--- config.mk ---
export PLATFORM = sky130hd
export DESIGN_NAME = serial_command_matcher_top
export DESIGN_NICKNAME = d
export VERILOG_FILES = /design/src/rtl/core/scm_pkg.sv /design/src/rtl/core/scm_front.sv /design/src/rtl/core/scm_queue.sv /design/src/rtl/core/scm_back.sv /design/src/rtl/core/serial_command_matcher_top.sv
export SDC_FILE = /design/constraint.sdc
export NUM_CORES = 1
export LEC_CHECK = 0
export BUFFER_PORTS_ARGS = -buffer_cell sky130_fd_sc_hd__buf_2
export CORE_MARGIN = 2
export CORE_UTILIZATION = 38
export DETAILED_ROUTE_END_ITERATION = 10
export GPL_TIMING_DRIVEN = 0
export SLEW_MARGIN = 20
export SYNTH_ARGS = -nofsm -noshare
export SYNTH_HDL_FRONTEND = slang
export SYNTH_SLANG_ARGS = --single-unit
export TNS_END_PERCENT = 5
--- constraint.sdc ---
create_clock -name clk -period 6.5 [get_ports clk]
set_input_delay 1.625 -clock clk [delete_from_list [all_inputs] [get_ports clk]]
set_output_delay 1.625 -clock clk [all_outputs]
set_load 0.005 [all_outputs]
--- src/rtl/core/scm_pkg.sv ---
`timescale 1ns / 1ps
package scm_pkg;

    localparam int CFG_IDX_W  = 3;
    localparam int CFG_DATA_W = 64;
    localparam int CHAR_W     = 8;
    localparam int INDEX_W    = 2;

    // configuration register indexes
    localparam logic [CFG_IDX_W-1:0] REG_TERMINATOR = 3'd0;
    localparam logic [CFG_IDX_W-1:0] REG_DELIMITER  = 3'd1;
    localparam logic [CFG_IDX_W-1:0] REG_CMD_COUNT  = 3'd2;
    localparam logic [CFG_IDX_W-1:0] REG_CMD_WORD0  = 3'd3;

    localparam logic [CHAR_W-1:0] TERMINATOR_RESET = 8'd13;
    localparam logic [CHAR_W-1:0] DELIMITER_RESET  = 8'd32;

    typedef struct packed {
        logic                  en;
        logic [CFG_IDX_W-1:0]  idx;
        logic [CFG_DATA_W-1:0] data;
    } cfg_wr_t;

endpackage

--- src/rtl/core/scm_front.sv ---
`timescale 1ns / 1ps
module scm_front #(
    parameter int BUFFER_SIZE   = 32,
    parameter int COMMAND_CHARS = 8
) (
    input  logic                                clk,
    input  logic                                rst_n,
    input  scm_pkg::cfg_wr_t                    cfg,
    input  logic                                accept,
    input  logic [scm_pkg::CHAR_W-1:0]          in_char,
    output logic                                push,
    output logic [8*COMMAND_CHARS-1:0]          push_chars,
    output logic [$clog2(COMMAND_CHARS+1)-1:0]  push_len,
    output logic                                push_too_long
);

    localparam int CW    = 8 * COMMAND_CHARS;
    localparam int LEN_W = $clog2(COMMAND_CHARS + 1);
    localparam int LFW   = $clog2(BUFFER_SIZE);
    localparam logic [LFW-1:0]   FILL_LAST = LFW'(BUFFER_SIZE - 1);
    localparam logic [LEN_W-1:0] LEN_MAX   = LEN_W'(COMMAND_CHARS);

    typedef enum logic [2:0] {
        PH_BEFORE = 3'b001,
        PH_INSIDE = 3'b010,
        PH_AFTER  = 3'b100
    } phase_t;

    logic [scm_pkg::CHAR_W-1:0] term_reg, delim_reg;
    logic [LFW-1:0]   fill_reg, fill_next;
    phase_t           phase_reg, phase_next;
    logic [CW-1:0]    chars_reg, chars_next;
    logic [LEN_W-1:0] len_reg, len_next;
    logic             long_reg, long_next;

    logic [scm_pkg::CHAR_W-1:0] ch;
    logic printable, is_term, do_store;

    // upper-case, then classify
    always_comb
    begin
        ch = in_char;
        if (in_char >= 8'h61 && in_char <= 8'h7A)
        begin
            ch = in_char - 8'd32;
        end
        printable = (ch >= 8'h20) && (ch <= 8'h7E);
        is_term   = (ch == term_reg);
    end

    assign push          = accept && is_term && (phase_reg != PH_BEFORE);
    assign push_chars    = chars_reg;
    assign push_len      = len_reg;
    assign push_too_long = long_reg;

    always_comb
    begin
        fill_next  = fill_reg;
        phase_next = phase_reg;
        chars_next = chars_reg;
        len_next   = len_reg;
        long_next  = long_reg;
        do_store   = printable;
        if (is_term)
        begin
            // terminator clears the line; an empty line also drops the char
            do_store   = printable && (phase_reg != PH_BEFORE);
            fill_next  = '0;
            phase_next = PH_BEFORE;
            chars_next = '0;
            len_next   = '0;
            long_next  = 1'b0;
        end
        if (do_store)
        begin
            unique case (phase_next)
                PH_BEFORE:
                begin
                    if (ch != delim_reg)
                    begin
                        chars_next = CW'(ch);
                        len_next   = LEN_W'(1);
                        phase_next = PH_INSIDE;
                    end
                end
                PH_INSIDE:
                begin
                    if (ch == delim_reg)
                    begin
                        phase_next = PH_AFTER;
                    end
                    else if (len_next < LEN_MAX)
                    begin
                        for (int k = 0; k < COMMAND_CHARS; k++)
                        begin
                            if (LEN_W'(k) == len_next)
                            begin
                                chars_next[8*k +: 8] = ch;
                            end
                        end
                        len_next = len_next + 1'b1;
                    end
                    else
                    begin
                        long_next = 1'b1;
                    end
                end
                PH_AFTER:
                begin
                    phase_next = PH_AFTER;
                end
                default:
                begin
                    phase_next = PH_BEFORE;
                end
            endcase
            fill_next = fill_next + 1'b1;
            if (fill_next == FILL_LAST)
            begin
                fill_next  = '0;
                phase_next = PH_BEFORE;
                chars_next = '0;
                len_next   = '0;
                long_next  = 1'b0;
            end
        end
    end

    always_ff @(posedge clk or negedge rst_n)
    begin
        if (!rst_n)
        begin
            term_reg  <= scm_pkg::TERMINATOR_RESET;
            delim_reg <= scm_pkg::DELIMITER_RESET;
            fill_reg  <= '0;
            phase_reg <= PH_BEFORE;
            chars_reg <= '0;
            len_reg   <= '0;
            long_reg  <= 1'b0;
        end
        else
        begin
            if (cfg.en && cfg.idx == scm_pkg::REG_TERMINATOR)
            begin
                term_reg <= cfg.data[scm_pkg::CHAR_W-1:0];
            end
            if (cfg.en && cfg.idx == scm_pkg::REG_DELIMITER)
            begin
                delim_reg <= cfg.data[scm_pkg::CHAR_W-1:0];
            end
            if (accept)
            begin
                fill_reg  <= fill_next;
                phase_reg <= phase_next;
                chars_reg <= chars_next;
                len_reg   <= len_next;
                long_reg  <= long_next;
            end
        end
    end

endmodule

--- src/rtl/core/scm_queue.sv ---
`timescale 1ns / 1ps
module scm_queue #(
    parameter int WIDTH = 69
) (
    input  logic             clk,
    input  logic             rst_n,
    input  logic             push,
    input  logic [WIDTH-1:0] push_data,
    output logic             full,
    input  logic             pop,
    output logic             valid,
    output logic [WIDTH-1:0] pop_data
);

    logic [WIDTH-1:0] mem_reg [2];
    logic             wr_ptr_reg, rd_ptr_reg;
    logic [1:0]       count_reg;

    assign full     = (count_reg == 2'd2);
    assign valid    = (count_reg != 2'd0);
    assign pop_data = mem_reg[rd_ptr_reg];

    always_ff @(posedge clk)
    begin
        if (push)
        begin
            mem_reg[wr_ptr_reg] <= push_data;
        end
    end

    always_ff @(posedge clk or negedge rst_n)
    begin
        if (!rst_n)
        begin
            wr_ptr_reg <= 1'b0;
            rd_ptr_reg <= 1'b0;
            count_reg  <= 2'd0;
        end
        else
        begin
            if (push)
            begin
                wr_ptr_reg <= ~wr_ptr_reg;
            end
            if (pop)
            begin
                rd_ptr_reg <= ~rd_ptr_reg;
            end
            case ({push, pop})
                2'b10:   count_reg <= count_reg + 2'd1;
                2'b01:   count_reg <= count_reg - 2'd1;
                default: count_reg <= count_reg;
            endcase
        end
    end

endmodule

--- src/rtl/core/scm_back.sv ---
`timescale 1ns / 1ps
module scm_back #(
    parameter int NUM_COMMANDS  = 4,
    parameter int COMMAND_CHARS = 8
) (
    input  logic                                clk,
    input  logic                                rst_n,
    input  scm_pkg::cfg_wr_t                    cfg,
    input  logic                                q_valid,
    input  logic [8*COMMAND_CHARS-1:0]          q_chars,
    input  logic [$clog2(COMMAND_CHARS+1)-1:0]  q_len,
    input  logic                                q_too_long,
    output logic                                q_pop,
    output logic                                out_valid,
    input  logic                                out_stall,
    output logic                                match_found,
    output logic [scm_pkg::INDEX_W-1:0]         command_index
);

    localparam int CW    = 8 * COMMAND_CHARS;
    localparam int LEN_W = $clog2(COMMAND_CHARS + 1);
    localparam logic [2:0] NUM_CMD = 3'(NUM_COMMANDS);

    logic [CW-1:0] word_reg [NUM_COMMANDS];
    logic [2:0]    count_reg;
    logic [2:0]    eff_count;

    logic          out_valid_reg, match_reg;
    logic [scm_pkg::INDEX_W-1:0] index_reg;

    logic [NUM_COMMANDS-1:0] cmd_eq;
    logic                    hit;
    logic [scm_pkg::INDEX_W-1:0] hit_idx;

    assign eff_count = (count_reg > NUM_CMD) ? NUM_CMD : count_reg;

    // per command: word not too long, bytes below the word length equal, byte at
    // the length is the zero pad (unless the word fills all slots)
    always_comb
    begin
        for (int i = 0; i < NUM_COMMANDS; i++)
        begin
            cmd_eq[i] = !q_too_long;
            for (int k = 0; k < COMMAND_CHARS; k++)
            begin
                if (LEN_W'(k) < q_len)
                begin
                    cmd_eq[i] = cmd_eq[i] && (word_reg[i][8*k +: 8] == q_chars[8*k +: 8]);
                end
                else if (LEN_W'(k) == q_len)
                begin
                    cmd_eq[i] = cmd_eq[i] && (word_reg[i][8*k +: 8] == 8'h00);
                end
            end
        end
    end

    // first installed command that matches wins
    always_comb
    begin
        hit     = 1'b0;
        hit_idx = '0;
        for (int i = 0; i < NUM_COMMANDS; i++)
        begin
            if (!hit && (3'(i) < eff_count) && cmd_eq[i])
            begin
                hit     = 1'b1;
                hit_idx = scm_pkg::INDEX_W'(i);
            end
        end
    end

    assign q_pop         = q_valid && (!out_valid_reg || !out_stall);
    assign out_valid     = out_valid_reg;
    assign match_found   = match_reg;
    assign command_index = index_reg;

    always_ff @(posedge clk)
    begin
        if (q_pop)
        begin
            match_reg <= hit;
            index_reg <= hit_idx;
        end
    end

    always_ff @(posedge clk or negedge rst_n)
    begin
        if (!rst_n)
        begin
            out_valid_reg <= 1'b0;
            count_reg     <= '0;
            for (int i = 0; i < NUM_COMMANDS; i++)
            begin
                word_reg[i] <= '0;
            end
        end
        else
        begin
            if (q_pop)
            begin
                out_valid_reg <= 1'b1;
            end
            else if (!out_stall)
            begin
                out_valid_reg <= 1'b0;
            end
            if (cfg.en && cfg.idx == scm_pkg::REG_CMD_COUNT)
            begin
                count_reg <= cfg.data[2:0];
            end
            for (int i = 0; i < NUM_COMMANDS; i++)
            begin
                if (cfg.en && cfg.idx == scm_pkg::REG_CMD_WORD0 + scm_pkg::CFG_IDX_W'(i))
                begin
                    word_reg[i] <= cfg.data[CW-1:0];
                end
            end
        end
    end

endmodule

--- src/rtl/core/serial_command_matcher_top.sv ---
`timescale 1ns / 1ps
// Channel  | Dir | Handshake            | Payload
// ---------+-----+----------------------+-----------------------------------
// input    | in  | in_valid / in_stall  | in_char[7:0]
// result   | out | out_valid/ out_stall | match_found, command_index[1:0]
// config   | in  | cfg_wr_en            | cfg_index[2:0], cfg_data[63:0]
//
// One character beat per cycle while in_stall is low; a terminator beat on
// a line with a word yields a result beat: the word goes into the queue, the
// back pops it, compares it and loads the output register (held by out_stall).
// Reset is asynchronous, active low; no clearing pass, ready right away.
// A two-entry queue sits between front and back; in_stall rises only when
// it is full, i.e. when results back up behind a stalled output.
module serial_command_matcher_top #(
    parameter int BUFFER_SIZE   = 32,
    parameter int NUM_COMMANDS  = 4,
    parameter int COMMAND_CHARS = 8
) (
    input  logic                               clk,
    input  logic                               rst_n,
    // character input
    input  logic                               in_valid,
    output logic                               in_stall,
    input  logic [scm_pkg::CHAR_W-1:0]         in_char,
    // result output
    output logic                               out_valid,
    input  logic                               out_stall,
    output logic                               match_found,
    output logic [scm_pkg::INDEX_W-1:0]        command_index,
    // register writes
    input  logic                               cfg_wr_en,
    input  logic [scm_pkg::CFG_IDX_W-1:0]      cfg_index,
    input  logic [scm_pkg::CFG_DATA_W-1:0]     cfg_data
);

    localparam int CW    = 8 * COMMAND_CHARS;
    localparam int LEN_W = $clog2(COMMAND_CHARS + 1);
    localparam int QW    = 1 + LEN_W + CW;

    scm_pkg::cfg_wr_t cfg;

    logic             accept;
    logic             push, q_full, q_valid, q_pop;
    logic [CW-1:0]    push_chars, q_chars;
    logic [LEN_W-1:0] push_len, q_len;
    logic             push_too_long, q_too_long;
    logic [QW-1:0]    q_data;

    assign cfg.en   = cfg_wr_en;
    assign cfg.idx  = cfg_index;
    assign cfg.data = cfg_data;

    assign in_stall = q_full;
    assign accept   = in_valid && !q_full;

    // front: case fold, classify, track the first word of the line
    scm_front #(
        .BUFFER_SIZE   (BUFFER_SIZE),
        .COMMAND_CHARS (COMMAND_CHARS)
    ) u_front (
        .clk           (clk),
        .rst_n         (rst_n),
        .cfg           (cfg),
        .accept        (accept),
        .in_char       (in_char),
        .push          (push),
        .push_chars    (push_chars),
        .push_len      (push_len),
        .push_too_long (push_too_long)
    );

    // word snapshots waiting for the compare stage
    scm_queue #(
        .WIDTH (QW)
    ) u_queue (
        .clk       (clk),
        .rst_n     (rst_n),
        .push      (push),
        .push_data ({push_too_long, push_len, push_chars}),
        .full      (q_full),
        .pop       (q_pop),
        .valid     (q_valid),
        .pop_data  (q_data)
    );

    assign q_too_long = q_data[QW-1];
    assign q_len      = q_data[CW +: LEN_W];
    assign q_chars    = q_data[CW-1:0];

    // back: parallel compare against installed commands, output register
    scm_back #(
        .NUM_COMMANDS  (NUM_COMMANDS),
        .COMMAND_CHARS (COMMAND_CHARS)
    ) u_back (
        .clk           (clk),
        .rst_n         (rst_n),
        .cfg           (cfg),
        .q_valid       (q_valid),
        .q_chars       (q_chars),
        .q_len         (q_len),
        .q_too_long    (q_too_long),
        .q_pop         (q_pop),
        .out_valid     (out_valid),
        .out_stall     (out_stall),
        .match_found   (match_found),
        .command_index (command_index)
    );

endmodule
Word level (Yosys, flattened, before mapping) --
Memories as Yosys holds them, arrays and structs flattened. Index checks and enable logic that the tools add are counted.
Storage, ports and cells: register bits 360, latch bits 0, memory bits (writable) 138, ROM bits 0, input bits 80, output and inout port bits 5, word-level logic and storage cells 354, memories 1
Cells by class: $add $sub $neg 5, multipliers 0, div/mod/pow operators 0, magnitude comparators 18, equality and inequality tests 64, shifts and indexed selects 0, mux-type cells 114, bitwise logic cells 2, reductions and logical operators 131
Memory list:
- u_queue.mem_reg | words 2, bits a word 69, rd ports 1, clocked after Yosys merged registers in 0, write ports 1, RTL line scm_queue.sv:15 | logic [WIDTH-1:0] mem_reg [2];
Operators with widths (number):
- 64-bit two-way mux | 6
- 8-bit equality test | 34
- 8-bit logical NOT | 32
- 64-bit case mux with 2 select lines | 1
- 1-bit logical AND | 85
- 1-bit two-way mux | 80
- 8-bit two-way mux | 9
- 3-bit by 4-bit equality test with 1-bit output (first input constant) | 8
- 4-bit two-way mux | 6
- 3-bit two-way mux | 6
- 2-bit by 4-bit equality test with 1-bit output (first input constant) | 4
- 8-bit by 7-bit less-or-equal comparator with 1-bit output (second input constant) | 2
- 3-bit by 4-bit < comparator with 1-bit output (first input constant) | 4
- 5-bit two-way mux | 3
- 3-bit equality test (second input constant) | 4
- 3-bit by 2-bit equality test with 1-bit output (second input constant) | 3
- 3-bit case mux with 3 select lines | 1
- 1-bit by 4-bit equality test with 1-bit output (first input constant) | 2
- 8-bit by 6-bit >= comparator with 1-bit output (second input constant) | 1
- 8-bit by 7-bit >= comparator with 1-bit output (second input constant) | 1
- 4-bit logical NOT | 2
- 1-bit by 4-bit < comparator with 1-bit output (first input constant) | 2
- 2-bit by 4-bit < comparator with 1-bit output (first input constant) | 2
- 8-bit inequality test | 1
- other kinds (23) | 35

Longest topological paths before layout --
An unclocked memory read counts as a cell.
depth after elaboration 40, depth in mapped cells 21, mapped depth without buffers 17

Modules after synthesis --
From an unflattened synthesis, not the netlist that was laid out.
Unflattened totals: cells, all modules 1729, area total of the unflattened synthesis 23695.2 um2
Modules (own cells, without submodules):
- scm_back | times used 1, cells an instance 1081, area each 13544.2 um2, seq. area each 6596.3 um2
- scm_queue | times used 1, cells an instance 231, area each 5517.8 um2, seq. area each 4244.1 um2
- scm_front | times used 1, cells an instance 416, area each 4619.4 um2, seq. area each 2333.5 um2
- serial_command_matcher_top | times used 1, cells an instance 1, area each 13.8 um2, seq. area each 0.0 um2

Least setup slack after synthesis --
OpenSTA, ideal clock, no wires.
path type input to register, start in in_char[5] (netlist name), end mem u_queue.mem_reg[0][0] (enable), setup time 0.497 ns, data arrival time 6.521 ns, required time 6.003 ns, slack -0.518 ns, stages 10, path buffers 2, cell sequence clkbuf_1 -> inv_1 -> ha_1 -> a32oi_1 -> nor2_1 -> mux2i_1 -> o2111a_1 -> buf_1 -> nand3_1 -> nor2_1
On the way: word-level cells in the longest chain between the ends 8, elaborated cells between the ends (all ways) 10, classes of those cells 1 x add/sub; 2 x order compare; 1 x eq/ne; 3 x mux; 3 x reduce/logical
Ends and longest elaborated chain:
- from (decl) | RTL line serial_command_matcher_top.sv:24 | input logic [scm_pkg::CHAR_W-1:0] in_char,
- 8-bit by 7-bit >= comparator with 1-bit output or 8-bit by 7-bit less-or-equal comparator with 1-bit output (tied branches) | RTL line scm_front.sv:43 | if (in_char >= 8'h61 && in_char <= 8'h7A)
- 1-bit logical AND | RTL line scm_front.sv:43
- 8-bit two-way mux (*) | RTL line scm_front.sv:43
- 8-bit equality test (*) | RTL line scm_front.sv:48 | is_term = (ch == term_reg);
- 1-bit logical AND (*) (2 in series) | RTL line scm_front.sv:51 | assign push = accept && is_term && (phase_reg != PH_BEFORE);
- 1-bit two-way mux (*) | RTL line scm_queue.sv:25 | if (push)
- 1-bit two-way mux (implied by the code) (*) | RTL line scm_queue.sv:27 | mem_reg[wr_ptr_reg] <= push_data;
- to (decl) | RTL line scm_queue.sv:15
Every way passes the cells marked *; elsewhere a longest branch is shown, timed or not.

Worst setup path after layout --
start in in_char[5] (netlist name), end reg u_front.chars_reg[25] (netlist: u_front.push_chars[25])
On the way: word-level cells in the longest chain between the ends 12, elaborated cells between the ends (all ways) 30, classes of those cells 2 x add/sub; 5 x order compare; 7 x eq/ne; 13 x mux; 3 x reduce/logical
Ends and longest elaborated chain:
- 8-bit by 7-bit >= comparator with 1-bit output or 8-bit by 7-bit less-or-equal comparator with 1-bit output (tied branches) | RTL line scm_front.sv:43
- 1-bit logical AND | RTL line scm_front.sv:43
- 8-bit two-way mux (*) | RTL line scm_front.sv:43
- parallel branches: the longest is 8 deep, another holds 4-bit < comparator
- 64-bit two-way mux (*) | RTL line scm_front.sv:74 | if (do_store)
- to (signal assigned) | RTL line scm_front.sv:155 | chars_reg <= chars_next;
- to (decl) | RTL line scm_front.sv:32 | logic [CW-1:0] chars_reg, chars_next;
Mark *: on every way between the ends. A chain may end at the register's enable or synchronous reset.

==> results.sh <==
export IMPL_min_path_type="reg2reg"
export IMPL_yosysTopAreaCellShare=0.381
export IMPL_rows=90
export IMPL_ys_types=71
export IMPL_port_buffers=82
export IMPL_rsz0062_at_grt="no"
export IMPL_post_drt_via_cell_ratio=5.53
export IMPL_grt_overflow=0
export IMPL_grt_pass1_wl_mm=94.3
export IMPL_placed_area_um2=24900
export IMPL_p_per_area_nw_per_um2=361
export IMPL_cap_violations=0
export IMPL_clkLatencyLatePin_ns=0.61
export IMPL_crit_family="compound AO/OA/AOI/OAI gates"
export IMPL_power_total_mw=9.65
export IMPL_nFillCells=5380
export IMPL_dp_slack_ns=-0.297
export IMPL_drv_slew=0
export IMPL_max_freq_mhz=166
export IMPL_cp_buffers_inverters=5
export IMPL_die_x_um=251
export IMPL_cts_clk_slew_worst_paths_ns=0.06
export IMPL_fin_util=0.443
export IMPL_via_count=15000
export IMPL_synthTopCellsByArea="dfrtp_1 (38%), edfxtp_1 (18%), mux2_2 (13%)"
export IMPL_cts_htree_levels=2
export IMPL_ios=85
export IMPL_crit_type="in2reg"
export IMPL_leakagePower_nw=10.7
export IMPL_postSynth_asyncResetShare=0.717
export IMPL_tritoncts="built"
export IMPL_root_buffer="clkbuf_16"
export IMPL_core_area_um2=60200
export IMPL_initial_core_util=0.384
export IMPL_critPathArrivalTime_ns=6.53
export IMPL_synth_ff_type="dfrtp_1"
export IMPL_syn_inst=1722
export IMPL_syn_area_per_cell_um2=13.4
export IMPL_die_area_um2=62900
export IMPL_synth_largest_area_cell="dfrtp_1"
export IMPL_period_minus_slack_ns=6.04
export IMPL_crit_slowest_cell="nor3_2"
export IMPL_syn_nets=1811
export IMPL_layout_commonest_cell="dfrtp_1"
export IMPL_crit_chain="buf_2 -> clkbuf_1 -> inv_1 -> ha_1 -> nand3_1 -> a211oi_1 -> nor3_1 -> o2111ai_1 -> buf_4 -> clkbuf_1 -> and2_1 -> ha_1 -> nor2b_1 -> a21oi_1 -> nand2_1 -> nand4_1 -> nor3_2 -> o21ai_1 -> o31a_1 -> a22o_1"
export IMPL_worstMarginPinSlew_ns=1.21
export IMPL_grt_max_degree=99
export IMPL_slew_headroom=0.194
export IMPL_fin_ws_ns=0.464
export IMPL_worstPathMaxFanout=10
export IMPL_grt_pass1_vias=15400
export IMPL_cp_required_ns=6.99
export IMPL_final_cell_mix="dfrtp_1 (352), mux2_2 (276), xnor2_1 (198), edfxtp_1 (141), nor4_1 (112)"
export IMPL_synth_edff_count=141
export IMPL_antenna_cells=0
export IMPL_postLayoutCellArea_um2=26700
export IMPL_regArea_um2=13200
export IMPL_fin_skew_ns=0.0268
export IMPL_dp_final_hpwl_mm=45.1
export IMPL_cp_start_kind="input pin"
export IMPL_ys_ff_latch=498
export IMPL_antenna_found_initial=1
export IMPL_netlist_area_um2=23100
export IMPL_multi_input_area_um2=9700
export IMPL_status="finished clean"
export IMPL_cts_buffer_depth=3
export IMPL_cpPeakStageDelay_ns=0.51
export IMPL_clock_sinks=498
export IMPL_grt_usage=0.197
export IMPL_first_pass_iters=6
export IMPL_yosys_warnings=0
export IMPL_largest_reg_flops=256
export IMPL_layout_drive_gt1_share=0.266
export IMPL_setup_viol=0
export IMPL_worstSetupEndpointType="flop"
export IMPL_fp_dieH_um=251
export IMPL_ir_worst_vdd_v=0.000208
export IMPL_drc=0
export IMPL_wl_per_cell_um=22.8
export IMPL_drtIter0Drc=1261
export IMPL_yosysSeqAreaShare=0.570
export IMPL_cts_buffers=55
export IMPL_place_congestion=0.911
export IMPL_period_share=0.929
export IMPL_nets=1967
export IMPL_drt_antenna_violating_nets=0
export IMPL_hold_violations=0
export IMPL_finalWirelength_mm=61.6
export IMPL_hold_buffers=0
export IMPL_syn_to_final_growth_pct=15.4
worst paths after layout:
kind | end | from | cells after the start | slack [ns]
hold / removal | u_queue.mem_reg[1][49] | u_front.push_chars[49] | 0 | 0.46
min in group asynchronous | u_back.word_reg[86] | rst_n | 1 | 0.98
setup reg to reg | u_front.push_chars[25] | u_front.term_reg[0] | 16 | 2.04
hold reg to reg | u_queue.mem_reg[1][49] | u_front.push_chars[49] | 0 | 0.46
setup / recovery | u_front.push_chars[25] | in_char[5] | 20 | 0.46
max in group asynchronous | u_back.word_reg[61] | rst_n | 3 | 4.09
where the power goes:
group | leakage [nW] | internal [mW] | switching, mW
clock network | 0.882 | 1.86 | 1.27
registers | 5.89 | 3.74 | 0.481
logic | 3.89 | 1.09 | 1.22
total | 10.7 | 6.69 | 2.97
synthesized netlist by cell type, drive strengths merged (3+ instances only):
library cell  number
o211ai             7
o31ai              5
a31oi              8
a32o              24
a22o              35
inv               12
nand2             53
a221oi             6
mux2             276
o21ai             29
ha                 9
o2111ai            4
a32oi              4
or4                3
edfxtp           141
o21a               6
nand3             18
and3               8
nor2b              6
a211oi             6
nand4b             3
buf               25
o22ai              5
mux2i             67
a21oi             32
xor2              78
o32ai              4
dfstp              5
nand2b             8
and2              18
xnor2            198
a22oi              4
nor3              16
clkbuf            40
a221o              3
dfrtp            352
or2                4
a21o               6
nor4             113
nor2              32
nand4             28
layer usage:
metal  vias to the layer above  GRT usage  share of wire
met5                         -          0              0
met1                      7702      0.271           0.45
met3                       100     0.0260          0.046
met2                       390      0.321           0.47
li1                       6759          -              -
met4                         0     0.0662          0.029
kinds of logic (layout without fill, tap and decap cells):
kind of cell               count (synthesis)  count (layout)  synth area share
adders and majority gates                  9               9           0.00487
AOI/OAI and AO/OA                        200             200            0.0659
and+or+nand+nor                          319             319            0.0781
muxes                                    343             343             0.163
buffers and inverters                     77             278            0.0137
DFF                                      498             498             0.570
xor gates and xnor gates                 276             276             0.105
metrics by stage:
stage	setup TNS (ns)	hold WS [ns]	instances
floorplan	-71.45	0.434	1722
global placement	-1583.28	0.449	2586
detailed placement	-8.26	0.453	2601
CTS	0	0.453	2703
global route	0	0.477	2705
finish	0	0.465	2705
final cells by class:
cell class,instances,area share
multi-input cells,1147,0.363
clock buffers,82,0.0587
inverters,12,0.00169
flip-flops and latches,498,0.493
repair buffers,99,0.0274
plain buffers,65,0.0103
well taps,782,0.0366
clock inverters,20,0.00881
worst register-to-register path, cell delays in order (launching register included):
cell	delay, ns
dfstp_2	0.53
xnor2_1	0.11
nand3_1	0.10
nor3_1	0.34
o2111ai_1	0.33
buf_4	0.29
clkbuf_1	0.27
and2_1	0.28
ha_1	0.26
nor2b_1	0.16
a21oi_1	0.09
nand2_1	0.09
nand4_1	0.21
nor3_2	0.51
o21ai_1	0.19
o31a_1	0.28
a22o_1	0.29
repair_timing:
action	in CTS	in global routing
hold endpoints to repair	0	0
buffers inserted	0	2
endpoints found under the setup margin	0	34
gates resized for setup	0	1
Note: power is estimated with default switching activity, not from simulation.
